$ cat src/audio_frame_cadence_rechunker_defines.svh
// Assertion macros for the audio frame cadence rechunker.
// Each macro gives one labeled concurrent assertion, clocked on the rising edge
// and disabled while the active-low reset is asserted.
`ifndef AUDIO_FRAME_CADENCE_RECHUNKER_DEFINES_SVH
`define AUDIO_FRAME_CADENCE_RECHUNKER_DEFINES_SVH

`ifndef SYNTHESIS

// Same-cycle implication
`define AFCR_ASSERT_IMP(label, clk, rst_n, ante, cons) \
	label: assert property (@(posedge clk) disable iff (!rst_n) (ante) |-> (cons)) \
		else $error("afcr: implication check failed");

// Next-cycle implication
`define AFCR_ASSERT_NXT(label, clk, rst_n, ante, cons) \
	label: assert property (@(posedge clk) disable iff (!rst_n) (ante) |=> (cons)) \
		else $error("afcr: next-cycle check failed");

`else

`define AFCR_ASSERT_IMP(label, clk, rst_n, ante, cons)
`define AFCR_ASSERT_NXT(label, clk, rst_n, ante, cons)

`endif

`endif

$ cat src/afcr_pkg.sv
// ----------------------------------------------------------------------------
// afcr_pkg
// Shared widths, constants, controller states and the command and status
// bundles between the rechunker controller and datapath.
// ----------------------------------------------------------------------------
package afcr_pkg;

	// Payload and framing widths
	localparam int WORD_BITS   = 32;
	localparam int SAMPLE_BITS = 32;
	localparam int FRAME_BITS  = 20;
	localparam int LEN_BITS    = 20;

	// Configuration widths
	localparam int FIXED_BITS     = 20;
	localparam int RATE_BITS      = 20;
	localparam int NUM_BITS       = 17;
	localparam int DEN_BITS       = 10;
	localparam int CFG_DATA_BITS  = 20;
	localparam int CFG_INDEX_BITS = 2;

	// Remainder and division widths
	localparam int REM_BITS   = 18;
	localparam int TOTAL_BITS = RATE_BITS + DEN_BITS + 1;
	localparam int ACC_BITS   = NUM_BITS + 1;
	localparam int STEP_BITS  = $clog2(TOTAL_BITS);
	localparam int USED_BITS  = FRAME_BITS + NUM_BITS;
	localparam int CMP_BITS   = (TOTAL_BITS > FRAME_BITS) ? TOTAL_BITS : FRAME_BITS;
	localparam int RCMP_BITS  = (USED_BITS > TOTAL_BITS) ? USED_BITS : TOTAL_BITS;

	localparam logic [STEP_BITS-1:0]  LAST_STEP = STEP_BITS'(TOTAL_BITS - 1);
	localparam logic [FRAME_BITS-1:0] FRAME_MAX = '1;
	localparam logic [REM_BITS-1:0]   REM_MAX   = '1;
	localparam logic [FRAME_BITS-1:0] MIN_DERIVED_LEN = FRAME_BITS'(2);
	localparam logic [WORD_BITS-1:0]  SAMPLE_MASK =
		(SAMPLE_BITS >= WORD_BITS) ? '1 : WORD_BITS'((64'd1 << SAMPLE_BITS) - 64'd1);

	// Register reset values
	localparam logic [FIXED_BITS-1:0] FIXED_RESET = '0;
	localparam logic [RATE_BITS-1:0]  RATE_RESET  = RATE_BITS'(48000);
	localparam logic [NUM_BITS-1:0]   NUM_RESET   = NUM_BITS'(30000);
	localparam logic [DEN_BITS-1:0]   DEN_RESET   = DEN_BITS'(1001);

	// Register indexes
	localparam logic [CFG_INDEX_BITS-1:0] CFG_FIXED_LENGTH = CFG_INDEX_BITS'(0);
	localparam logic [CFG_INDEX_BITS-1:0] CFG_SAMPLE_RATE  = CFG_INDEX_BITS'(1);
	localparam logic [CFG_INDEX_BITS-1:0] CFG_RATE_NUM     = CFG_INDEX_BITS'(2);
	localparam logic [CFG_INDEX_BITS-1:0] CFG_RATE_DEN     = CFG_INDEX_BITS'(3);

	// Input command codes
	localparam logic CMD_SAMPLE  = 1'b0;
	localparam logic CMD_RESTART = 1'b1;

	typedef enum logic [2:0] {
		S_IDLE,
		S_DIV,
		S_LEN,
		S_MUL,
		S_FIN
	} afcr_state_t;

	// Controller to datapath
	typedef struct packed {
		logic restart;
		logic emit_in;
		logic load;
		logic div_step;
		logic len_step;
		logic mul_step;
		logic finish;
	} afcr_cmd_t;

	// Datapath to controller
	typedef struct packed {
		logic need_div;
		logic div_done;
		logic out_free;
	} afcr_status_t;

endpackage

$ cat src/afcr_if.sv
// ----------------------------------------------------------------------------
// afcr_if
// Channel interfaces of the rechunker: sample input, frame output and
// configuration write.
// ----------------------------------------------------------------------------
interface afcr_sample_if;
	logic                            valid;
	logic                            ready;
	logic                            cmd;
	logic [afcr_pkg::WORD_BITS-1:0] sample_word;

	modport source (output valid, output cmd, output sample_word, input ready);
	modport sink   (input valid, input cmd, input sample_word, output ready);
endinterface

interface afcr_frame_if;
	logic                            valid;
	logic                            ready;
	logic [afcr_pkg::WORD_BITS-1:0] out_sample;
	logic                            last_of_frame;
	logic [afcr_pkg::LEN_BITS-1:0]  frame_length;

	modport source (output valid, output out_sample, output last_of_frame,
		output frame_length, input ready);
	modport sink   (input valid, input out_sample, input last_of_frame,
		input frame_length, output ready);
endinterface

interface afcr_cfg_if;
	logic                                 valid;
	logic                                 ready;
	logic [afcr_pkg::CFG_INDEX_BITS-1:0] index;
	logic [afcr_pkg::CFG_DATA_BITS-1:0]  data;

	modport source (output valid, output index, output data, input ready);
	modport sink   (input valid, input index, input data, output ready);
endinterface

$ cat src/audio_frame_cadence_rechunker.sv
// ----------------------------------------------------------------------------
// audio_frame_cadence_rechunker
// Cuts a sample word stream into frames, tagging each word with its frame
// length and a last-of-frame mark; lengths are fixed or follow a video rate.
// ----------------------------------------------------------------------------
//   channel     dir  handshake      payload
//   sample_in   in   valid/ready    cmd, sample_word
//   frame_out   out  valid/ready    out_sample, last_of_frame, frame_length
//   cfg         in   valid/ready    index, data (always ready)
//
// A word inside a frame, or at a fixed-length frame start, goes straight to the output.
// A word that opens a derived-length frame first runs a 31-step bit-serial divide,
// then length, product and remainder steps.
// A restart word gives no result.
// Reset is asynchronous: frame position, remainder and registers take reset values at once.
// A stalled output register holds the next word off until it is taken.
// ----------------------------------------------------------------------------
module audio_frame_cadence_rechunker (
	input  logic         clk,
	input  logic         arst_n,
	afcr_sample_if.sink  sample_in,
	afcr_frame_if.source frame_out,
	afcr_cfg_if.sink     cfg
);

	afcr_pkg::afcr_cmd_t    cmd;
	afcr_pkg::afcr_status_t sts;
	logic                   in_ready;

	assign sample_in.ready = in_ready;

	afcr_ctrl u_ctrl (
		.clk      (clk),
		.arst_n   (arst_n),
		.in_valid (sample_in.valid),
		.in_cmd   (sample_in.cmd),
		.in_ready (in_ready),
		.sts      (sts),
		.cmd      (cmd)
	);

	afcr_datapath u_datapath (
		.clk       (clk),
		.arst_n    (arst_n),
		.cmd       (cmd),
		.sts       (sts),
		.in_word   (sample_in.sample_word),
		.cfg       (cfg),
		.frame_out (frame_out)
	);

endmodule

$ cat src/afcr_datapath.sv
// ----------------------------------------------------------------------------
// afcr_datapath
// Configuration registers, frame position, remainder, the bit-serial frame
// length divider and the output word register.
// ----------------------------------------------------------------------------
module afcr_datapath (
	input  logic                            clk,
	input  logic                            arst_n,
	input  afcr_pkg::afcr_cmd_t             cmd,
	output afcr_pkg::afcr_status_t          sts,
	input  logic [afcr_pkg::WORD_BITS-1:0] in_word,
	afcr_cfg_if.sink                        cfg,
	afcr_frame_if.source                    frame_out
);

	logic [afcr_pkg::FIXED_BITS-1:0] fixed_q;
	logic [afcr_pkg::RATE_BITS-1:0]  rate_q;
	logic [afcr_pkg::NUM_BITS-1:0]   num_q;
	logic [afcr_pkg::DEN_BITS-1:0]   den_q;

	logic [afcr_pkg::FRAME_BITS-1:0] pos_q;
	logic [afcr_pkg::FRAME_BITS-1:0] cur_len_q;
	logic [afcr_pkg::REM_BITS-1:0]   rem_q;

	logic [afcr_pkg::WORD_BITS-1:0]  held_word_q;
	logic [afcr_pkg::TOTAL_BITS-1:0] total_q;
	logic [afcr_pkg::TOTAL_BITS-1:0] quo_q;
	logic [afcr_pkg::ACC_BITS-1:0]   acc_q;
	logic [afcr_pkg::STEP_BITS-1:0]  step_q;
	logic [afcr_pkg::FRAME_BITS-1:0] len_q;
	logic [afcr_pkg::USED_BITS-1:0]  used_q;

	logic                            out_valid_q;
	logic [afcr_pkg::WORD_BITS-1:0]  out_word_q;
	logic                            out_last_q;
	logic [afcr_pkg::LEN_BITS-1:0]   out_len_q;

	logic [afcr_pkg::TOTAL_BITS-1:0] total_in;
	logic [afcr_pkg::ACC_BITS-1:0]   trial;
	logic                            trial_ge;
	logic [afcr_pkg::FRAME_BITS-1:0] fixed_len;
	logic [afcr_pkg::CMP_BITS-1:0]   quo_ext;
	logic                            quo_sat;
	logic [afcr_pkg::FRAME_BITS-1:0] len_raw;
	logic [afcr_pkg::FRAME_BITS-1:0] len_even;
	logic [afcr_pkg::FRAME_BITS-1:0] len_derived;
	logic [afcr_pkg::RCMP_BITS-1:0]  used_ext;
	logic [afcr_pkg::RCMP_BITS-1:0]  total_ext;
	logic [afcr_pkg::RCMP_BITS-1:0]  diff;
	logic [afcr_pkg::REM_BITS-1:0]   rem_next;
	logic                            emit;
	logic [afcr_pkg::FRAME_BITS-1:0] emit_len;
	logic [afcr_pkg::WORD_BITS-1:0]  emit_word;
	logic [afcr_pkg::FRAME_BITS:0]   pos_inc;
	logic                            emit_last;

	assign cfg.ready = 1'b1;

	// Config writes
	always_ff @(posedge clk or negedge arst_n) begin
		if (!arst_n) begin
			fixed_q <= afcr_pkg::FIXED_RESET;
			rate_q  <= afcr_pkg::RATE_RESET;
			num_q   <= afcr_pkg::NUM_RESET;
			den_q   <= afcr_pkg::DEN_RESET;
		end else if (cfg.valid) begin
			case (cfg.index)
				afcr_pkg::CFG_FIXED_LENGTH: fixed_q <= afcr_pkg::FIXED_BITS'(cfg.data);
				afcr_pkg::CFG_SAMPLE_RATE:  rate_q  <= afcr_pkg::RATE_BITS'(cfg.data);
				afcr_pkg::CFG_RATE_NUM:     num_q   <= afcr_pkg::NUM_BITS'(cfg.data);
				afcr_pkg::CFG_RATE_DEN:     den_q   <= afcr_pkg::DEN_BITS'(cfg.data);
				default: ;
			endcase
		end
	end

	// Dividend: sample_rate * rate_den plus the carried remainder
	assign total_in = afcr_pkg::TOTAL_BITS'(rate_q * den_q) + afcr_pkg::TOTAL_BITS'(rem_q);

	// One restoring divide step: shift in the next dividend bit, subtract if it fits
	assign trial    = {acc_q[afcr_pkg::NUM_BITS-1:0], quo_q[afcr_pkg::TOTAL_BITS-1]};
	assign trial_ge = trial >= afcr_pkg::ACC_BITS'(num_q);

	// Fixed length, saturated to the frame counter range
	assign fixed_len = (afcr_pkg::CMP_BITS'(fixed_q) > afcr_pkg::CMP_BITS'(afcr_pkg::FRAME_MAX))
		? afcr_pkg::FRAME_MAX : afcr_pkg::FRAME_BITS'(fixed_q);

	// Derived length: saturate, round down to even, never below two
	assign quo_ext     = afcr_pkg::CMP_BITS'(quo_q);
	assign quo_sat     = (num_q == '0) ||
		(quo_ext > afcr_pkg::CMP_BITS'(afcr_pkg::FRAME_MAX));
	assign len_raw     = quo_sat ? afcr_pkg::FRAME_MAX : afcr_pkg::FRAME_BITS'(quo_ext);
	assign len_even    = {len_raw[afcr_pkg::FRAME_BITS-1:1], 1'b0};
	assign len_derived = (len_even == '0) ? afcr_pkg::MIN_DERIVED_LEN : len_even;

	// Remainder carried forward, clamped to its range
	assign used_ext  = afcr_pkg::RCMP_BITS'(used_q);
	assign total_ext = afcr_pkg::RCMP_BITS'(total_q);
	assign diff      = total_ext - used_ext;
	always_comb begin
		if (used_ext > total_ext) begin
			rem_next = '0;
		end else if (diff > afcr_pkg::RCMP_BITS'(afcr_pkg::REM_MAX)) begin
			rem_next = afcr_pkg::REM_MAX;
		end else begin
			rem_next = afcr_pkg::REM_BITS'(diff);
		end
	end

	// Divider, length and product registers
	always_ff @(posedge clk) begin
		if (cmd.load) begin
			held_word_q <= in_word;
			total_q     <= total_in;
			quo_q       <= total_in;
			acc_q       <= '0;
			step_q      <= '0;
		end else if (cmd.div_step) begin
			acc_q  <= trial_ge ? (trial - afcr_pkg::ACC_BITS'(num_q)) : trial;
			quo_q  <= {quo_q[afcr_pkg::TOTAL_BITS-2:0], trial_ge};
			step_q <= step_q + 1'b1;
		end
		if (cmd.len_step) begin
			len_q <= len_derived;
		end
		if (cmd.mul_step) begin
			used_q <= afcr_pkg::USED_BITS'(len_q * num_q);
		end
	end

	// Word to emit and its frame tag
	assign emit      = cmd.emit_in || cmd.finish;
	assign emit_len  = cmd.finish ? len_q : ((pos_q == '0) ? fixed_len : cur_len_q);
	assign emit_word = cmd.finish ? held_word_q : in_word;
	assign pos_inc   = {1'b0, pos_q} + 1'b1;
	assign emit_last = pos_inc >= {1'b0, emit_len};

	// Frame position, current length and remainder
	always_ff @(posedge clk or negedge arst_n) begin
		if (!arst_n) begin
			pos_q     <= '0;
			cur_len_q <= '0;
			rem_q     <= '0;
		end else if (cmd.restart) begin
			pos_q <= '0;
			rem_q <= '0;
		end else if (emit) begin
			pos_q     <= emit_last ? '0 : pos_inc[afcr_pkg::FRAME_BITS-1:0];
			cur_len_q <= emit_len;
			if (cmd.finish) begin
				rem_q <= rem_next;
			end
		end
	end

	// Output word register: load on emit, drop when taken
	always_ff @(posedge clk or negedge arst_n) begin
		if (!arst_n) begin
			out_valid_q <= 1'b0;
		end else if (emit) begin
			out_valid_q <= 1'b1;
		end else if (frame_out.ready) begin
			out_valid_q <= 1'b0;
		end
	end

	always_ff @(posedge clk) begin
		if (emit) begin
			out_word_q <= emit_word & afcr_pkg::SAMPLE_MASK;
			out_last_q <= emit_last;
			out_len_q  <= afcr_pkg::LEN_BITS'(emit_len);
		end
	end

	assign frame_out.valid         = out_valid_q;
	assign frame_out.out_sample    = out_word_q;
	assign frame_out.last_of_frame = out_last_q;
	assign frame_out.frame_length  = out_len_q;

	// Status back to the controller
	assign sts.need_div = (pos_q == '0) && (fixed_q == '0);
	assign sts.div_done = step_q == afcr_pkg::LAST_STEP;
	assign sts.out_free = !out_valid_q || frame_out.ready;

endmodule

$ cat src/afcr_ctrl.sv
// ----------------------------------------------------------------------------
// afcr_ctrl
// Controller of the rechunker: takes input words, runs the frame length
// divide at each derived frame start and sequences the result into the
// output register.
// ----------------------------------------------------------------------------
`include "audio_frame_cadence_rechunker_defines.svh"

module afcr_ctrl (
	input  logic                   clk,
	input  logic                   arst_n,
	input  logic                   in_valid,
	input  logic                   in_cmd,
	output logic                   in_ready,
	input  afcr_pkg::afcr_status_t sts,
	output afcr_pkg::afcr_cmd_t    cmd
);

	afcr_pkg::afcr_state_t state_q;
	afcr_pkg::afcr_state_t state_next;
	logic                  accept;

	assign in_ready = (state_q == afcr_pkg::S_IDLE) && sts.out_free;
	assign accept   = in_valid && in_ready;

	// State register
	always_ff @(posedge clk or negedge arst_n) begin
		if (!arst_n) begin
			state_q <= afcr_pkg::S_IDLE;
		end else begin
			state_q <= state_next;
		end
	end

	// Next state
	always_comb begin
		state_next = state_q;
		case (state_q)
			afcr_pkg::S_IDLE: begin
				if (accept && (in_cmd == afcr_pkg::CMD_SAMPLE) && sts.need_div) begin
					state_next = afcr_pkg::S_DIV;
				end
			end
			afcr_pkg::S_DIV: begin
				if (sts.div_done) begin
					state_next = afcr_pkg::S_LEN;
				end
			end
			afcr_pkg::S_LEN: state_next = afcr_pkg::S_MUL;
			afcr_pkg::S_MUL: state_next = afcr_pkg::S_FIN;
			afcr_pkg::S_FIN: begin
				if (sts.out_free) begin
					state_next = afcr_pkg::S_IDLE;
				end
			end
			default: state_next = afcr_pkg::S_IDLE;
		endcase
	end

	// Datapath commands
	always_comb begin
		cmd = '0;
		case (state_q)
			afcr_pkg::S_IDLE: begin
				if (accept) begin
					if (in_cmd == afcr_pkg::CMD_RESTART) begin
						cmd.restart = 1'b1;
					end else if (sts.need_div) begin
						cmd.load = 1'b1;
					end else begin
						cmd.emit_in = 1'b1;
					end
				end
			end
			afcr_pkg::S_DIV: cmd.div_step = 1'b1;
			afcr_pkg::S_LEN: cmd.len_step = 1'b1;
			afcr_pkg::S_MUL: cmd.mul_step = 1'b1;
			afcr_pkg::S_FIN: cmd.finish   = sts.out_free;
			default: ;
		endcase
	end

	`AFCR_ASSERT_IMP(a_ready_only_idle, clk, arst_n, in_ready, state_q == afcr_pkg::S_IDLE)
	`AFCR_ASSERT_NXT(a_div_starts, clk, arst_n, accept && (in_cmd == afcr_pkg::CMD_SAMPLE) && sts.need_div, state_q == afcr_pkg::S_DIV)
	`AFCR_ASSERT_NXT(a_div_holds, clk, arst_n, (state_q == afcr_pkg::S_DIV) && !sts.div_done, state_q == afcr_pkg::S_DIV)
	`AFCR_ASSERT_NXT(a_fin_returns, clk, arst_n, (state_q == afcr_pkg::S_FIN) && sts.out_free, state_q == afcr_pkg::S_IDLE)

endmodule

$ cat src/flat_wrapper.sv
// flat-port wrapper written by rule: the top's interface ports become plain ports
module audio_frame_cadence_rechunker_flat 
  (clk, arst_n, sample_in_valid, sample_in_cmd, sample_in_sample_word, sample_in_ready, frame_out_valid, frame_out_out_sample, frame_out_last_of_frame, frame_out_frame_length, frame_out_ready, cfg_valid, cfg_index, cfg_data, cfg_ready);
  afcr_sample_if sample_in_i ();
  afcr_frame_if frame_out_i ();
  afcr_cfg_if cfg_i ();
  input  logic clk;
  input  logic arst_n;
  input wire logic [$bits(sample_in_i.valid)-1:0] sample_in_valid;
  input wire logic [$bits(sample_in_i.cmd)-1:0] sample_in_cmd;
  input wire logic [$bits(sample_in_i.sample_word)-1:0] sample_in_sample_word;
  output wire logic [$bits(sample_in_i.ready)-1:0] sample_in_ready;
  output wire logic [$bits(frame_out_i.valid)-1:0] frame_out_valid;
  output wire logic [$bits(frame_out_i.out_sample)-1:0] frame_out_out_sample;
  output wire logic [$bits(frame_out_i.last_of_frame)-1:0] frame_out_last_of_frame;
  output wire logic [$bits(frame_out_i.frame_length)-1:0] frame_out_frame_length;
  input wire logic [$bits(frame_out_i.ready)-1:0] frame_out_ready;
  input wire logic [$bits(cfg_i.valid)-1:0] cfg_valid;
  input wire logic [$bits(cfg_i.index)-1:0] cfg_index;
  input wire logic [$bits(cfg_i.data)-1:0] cfg_data;
  output wire logic [$bits(cfg_i.ready)-1:0] cfg_ready;
  assign sample_in_i.valid = sample_in_valid;
  assign sample_in_i.cmd = sample_in_cmd;
  assign sample_in_i.sample_word = sample_in_sample_word;
  assign sample_in_ready = sample_in_i.ready;
  assign frame_out_valid = frame_out_i.valid;
  assign frame_out_out_sample = frame_out_i.out_sample;
  assign frame_out_last_of_frame = frame_out_i.last_of_frame;
  assign frame_out_frame_length = frame_out_i.frame_length;
  assign frame_out_i.ready = frame_out_ready;
  assign cfg_i.valid = cfg_valid;
  assign cfg_i.index = cfg_index;
  assign cfg_i.data = cfg_data;
  assign cfg_ready = cfg_i.ready;
  audio_frame_cadence_rechunker u_core (.clk(clk), .arst_n(arst_n), .sample_in(sample_in_i), .frame_out(frame_out_i), .cfg(cfg_i));
endmodule
$ cat config.mk
export PLATFORM = sky130hd
export DESIGN_NAME = audio_frame_cadence_rechunker_flat
export DESIGN_NICKNAME = d
export VERILOG_FILES = /design/src/afcr_pkg.sv /design/src/afcr_if.sv /design/src/audio_frame_cadence_rechunker.sv /design/src/afcr_datapath.sv /design/src/afcr_ctrl.sv /design/src/flat_wrapper.sv
export VERILOG_INCLUDE_DIRS = /design/src /design/src/src
export SDC_FILE = /design/constraint.sdc
export NUM_CORES = 2
export LEC_CHECK = 0
export BUFFER_PORTS_ARGS = -buffer_cell sky130_fd_sc_hd__buf_2
export CORE_MARGIN = 2
export CORE_UTILIZATION = 40
export CTS_BUF_LIST = sky130_fd_sc_hd__clkbuf_4 sky130_fd_sc_hd__clkbuf_8 sky130_fd_sc_hd__clkbuf_16
export DETAILED_ROUTE_END_ITERATION = 16
export RECOVER_POWER = 100
export REMOVE_ABC_BUFFERS = 1
export SYNTH_ARGS = -nofsm -noshare
export SYNTH_HDL_FRONTEND = slang
export SYNTH_SLANG_ARGS = --single-unit
$ cat constraint.sdc
create_clock -name clk -period 16.5 [get_ports clk]
set_clock_uncertainty 0.15 [all_clocks]
set_input_delay 1.65 -clock clk [delete_from_list [all_inputs] [get_ports clk]]
set_output_delay 1.65 -clock clk [all_outputs]
set_load 0.01 [all_outputs]
==> metrics.yaml <==
run_status:
  status: "finished with violations"
  violations: "max-capacitance violations, max-slew violations"
layout:
  syn_to_final_growth_pct: 8.33
  final_cell_mix: "587 x inv_1, 565 x nand2_1, 416 x fa_1"
  fillers: 8257
  multi_input_area_sq_mm: 0.0221
  final_common_cell: "inv_1"
  layout-drive-gt1-share: 0.0793
  seq_area_sq_mm: 0.00976
  fin_util: 0.439
  finalNetCount: 4304
  diodes: 0
grt:
  grt_start_max_net_pins: 89
  grt_overflow: 0
  antenna_found_initial: 2
  use_met2: 0.338
  grt_util_met3: 0.0359
  busiest_layer: "met2"
  grt_pass1_vias: 25510
  grt_pass1_wl_mm: 145
  grt_usage: 0.206
  grt_util_met1: 0.283
cts:
  clkSinkCount: 353
  cts.clk_slew.worst_paths_ps: 60
  cts_setup_buffers: 0
  htree_levels: 2
  insertion_delay_ps: 620
  cts_buffer_depth: 3
  cts_buffers: 42
  cts_tree: "done"
  root_buffer: "clkbuf_16"
  cts_resized: 0
  cts_hold_buf: 0
setup_path:
  critPathCaptureType: "register"
  crit_type: "primary input to register"
  crit_path_start_kind: "primary input"
  r2r_end: "u_core.u_datapath.used_ext[36]"
  reg2reg_slack_ps: 8920
  path_max_fanout: 73
  cp.required_ps: 16890
  cp.arrival_ps: 8560
  ff2ff_path_depth: 21
  r2r_start: "u_core.u_datapath.num_q[7]"
timing:
  finalSetupTns_ps: 0
  timing.slew.headroom: -2.31
  post-route-period-util: 0.495
  worstMarginPinSlew_ps: 4960
  period_minus_slack_ps: 8170
  slew_violations: 464
  finalHoldViolations: 0
  grt_setup_unrepaired: "false"
  timing.hold.ws_ps: 315
  fmax_ghz: 0.122
  finalSetupViolations: 0
floorplanning:
  design.die.area_sq_mm: 0.0889
  die_y_microns: 298
  initial_core_util: 0.405
  rows: 107
  pin_count: 116
  core_sq_mm: 0.0855
  die_width_microns: 298
synthesis:
  ys_seq_area_frac: 0.282
  syn_avg_cell_area_sq_um: 9.74
  yosys_warnings: 0
  synthArstFlopShare: 0.365
  synth_area_sq_mm: 0.0346
  synthCells: 3555
  yosysUniqueCellTypes: 79
  synth_seq_cells: 353
  synth-edff-count: 202
  ys.flop_type: "edfxtp_1"
run:
  drv_cap: 10
hold_path:
  hold_start: "u_core.u_datapath.acc_q[16]"
  whs_endpoint: "u_core.u_datapath.acc_q[16]"
  min_path_cells: 2
  holdCritPathClass: "register to register"
detailed_routing:
  drt_iter0_drc: 1560
  ant_nets: 0
  drc: 0
  vias: 24378
  wl_per_cell_microns: 18.8
  routed_wirelength_mm: 89.1
  via_per_inst: 5.13
  first_pass_iters: 5
placement:
  hpwl_mm: 68.2
  port_buffers: 114
  gp_congestion: 0.860
==> cell usage after synthesis (11+ instances only) <==
cell | instances | area [sq um]
and2_1 | 236 | 1480
nor3_1 | 36 | 180
a21oi_1 | 88 | 440
nor2_1 | 92 | 345
nand3_1 | 38 | 190
dfxtp_1 | 22 | 440
o21a_1 | 18 | 135
inv_1 | 587 | 2200
xor2_1 | 37 | 324
nor4_1 | 20 | 125
nand4_1 | 21 | 131
xnor2_1 | 70 | 613
a22oi_1 | 18 | 135
clkbuf_1 | 151 | 567
nor2b_1 | 20 | 125
mux2i_1 | 32 | 320
mux2_2 | 98 | 1100
ha_1 | 255 | 3190
dfrtp_1 | 108 | 2700
nand2b_1 | 16 | 100
o21bai_1 | 15 | 113
o21ai_0 | 96 | 480
a31oi_1 | 16 | 100
or2_2 | 21 | 131
edfxtp_1 | 202 | 6070
a211oi_1 | 11 | 82.6
nand2_1 | 565 | 2120
and3_1 | 22 | 138
dfstp_2 | 21 | 552
fa_1 | 416 | 8330
a21o_1 | 64 | 480
==> flip-flops by register name (all words and copies together) (netlist names) <==
register / cells
u_core.u_datapath.rate_q: 20
u_core.u_datapath.cur_len_q: 20
u_core.u_datapath.den_q: 10
u_core.u_datapath.held_word_q: 32
u_core.u_ctrl.state_q: 3
u_core.u_datapath.total_q: 31
u_core.u_datapath.frame_out.valid: 1
u_core.u_datapath.pos_q: 20
u_core.u_datapath.frame_out.last_of_frame: 1
u_core.u_datapath.acc_q: 17
u_core.u_datapath.fixed_len: 20
u_core.u_datapath.num_q: 17
u_core.u_datapath.used_ext: 36
u_core.u_datapath.frame_out.frame_length: 20
u_core.u_datapath.quo_ext: 31
u_core.u_datapath.len_q: 19
u_core.u_datapath.step_q: 5
u_core.u_datapath.frame_out.out_sample: 32
u_core.u_datapath.rem_q: 18
==> cell type report <==
class                           count  share of cell area
Tap cell                         1144              0.0382
Inverter                          587              0.0587
Multi-Input combinational cell   2448               0.588
Sequential cell                   353               0.260
Clock inverter                     27             0.00824
Timing Repair Buffer              141              0.0166
Clock buffer                       51              0.0303
==> cell families (layout without fill, tap and decap cells) <==
| kind of cell | count (synthesis) | count (layout) | share of synthesized area |
|---|---|---|---|
| buffers and inverters | 754 | 806 | 0.0823 |
| flip-flops | 353 | 353 | 0.282 |
| adder cells (fa/ha/maj) | 671 | 671 | 0.333 |
| XOR/XNOR | 107 | 107 | 0.0271 |
| multiplexers | 130 | 130 | 0.0411 |
| AND/OR/NAND/NOR | 1130 | 1130 | 0.157 |
| AO/OA/AOI/OAI | 409 | 409 | 0.0781 |
| other | 1 | 1 | 0.000108 |
==> critical path: stages <==
cell,delay [ps]
buf_2,70
nand2b_1,190
and3_1,790
clkbuf_1,1860
or2_0,360
clkbuf_1,3000
mux2_2,600
==> worst max-delay path by stage <==
stage | slack [ps] | to | depth (start not counted) | start
after floorplan | 9900 | u_core.u_datapath.used_ext[36] | 21 | u_core.u_datapath.len_q[6]
after global placement | 9150 | u_core.u_datapath.used_ext[36] | 21 | u_core.u_datapath.num_q[7]
after detailed placement | 8970 | u_core.u_datapath.used_ext[36] | 21 | u_core.u_datapath.num_q[7]
after CTS | 8950 | u_core.u_datapath.used_ext[36] | 21 | u_core.u_datapath.num_q[7]
after global routing | 7650 | u_core.u_datapath.cur_len_q[1] | 7 | frame_out_ready
final | 8330 | u_core.u_datapath.cur_len_q[1] | 7 | frame_out_ready
==> metrics by stage <==
stage	instance area, sq um	worst slack [ps]	std cells
floorplan	34000	9900	3388
global placement	36300	9150	4673
detailed placement	36300	8970	4673
CTS	37700	8950	4751
global route	37500	7650	4751
finish	37500	8330	4751
==> per-layer routing <==
| metal | share of wire | vias to the layer above |
|---|---|---|
| li1 | - | 11442 |
| met1 | 0.46 | 12238 |
| met2 | 0.46 | 593 |
| met3 | 0.059 | 103 |
| met4 | 0.022 | 2 |
| met5 | 0.00012 | - |
Power is not shown: default switching activity piles up to over one toggle a cycle in this logic, so the estimate is an artifact.
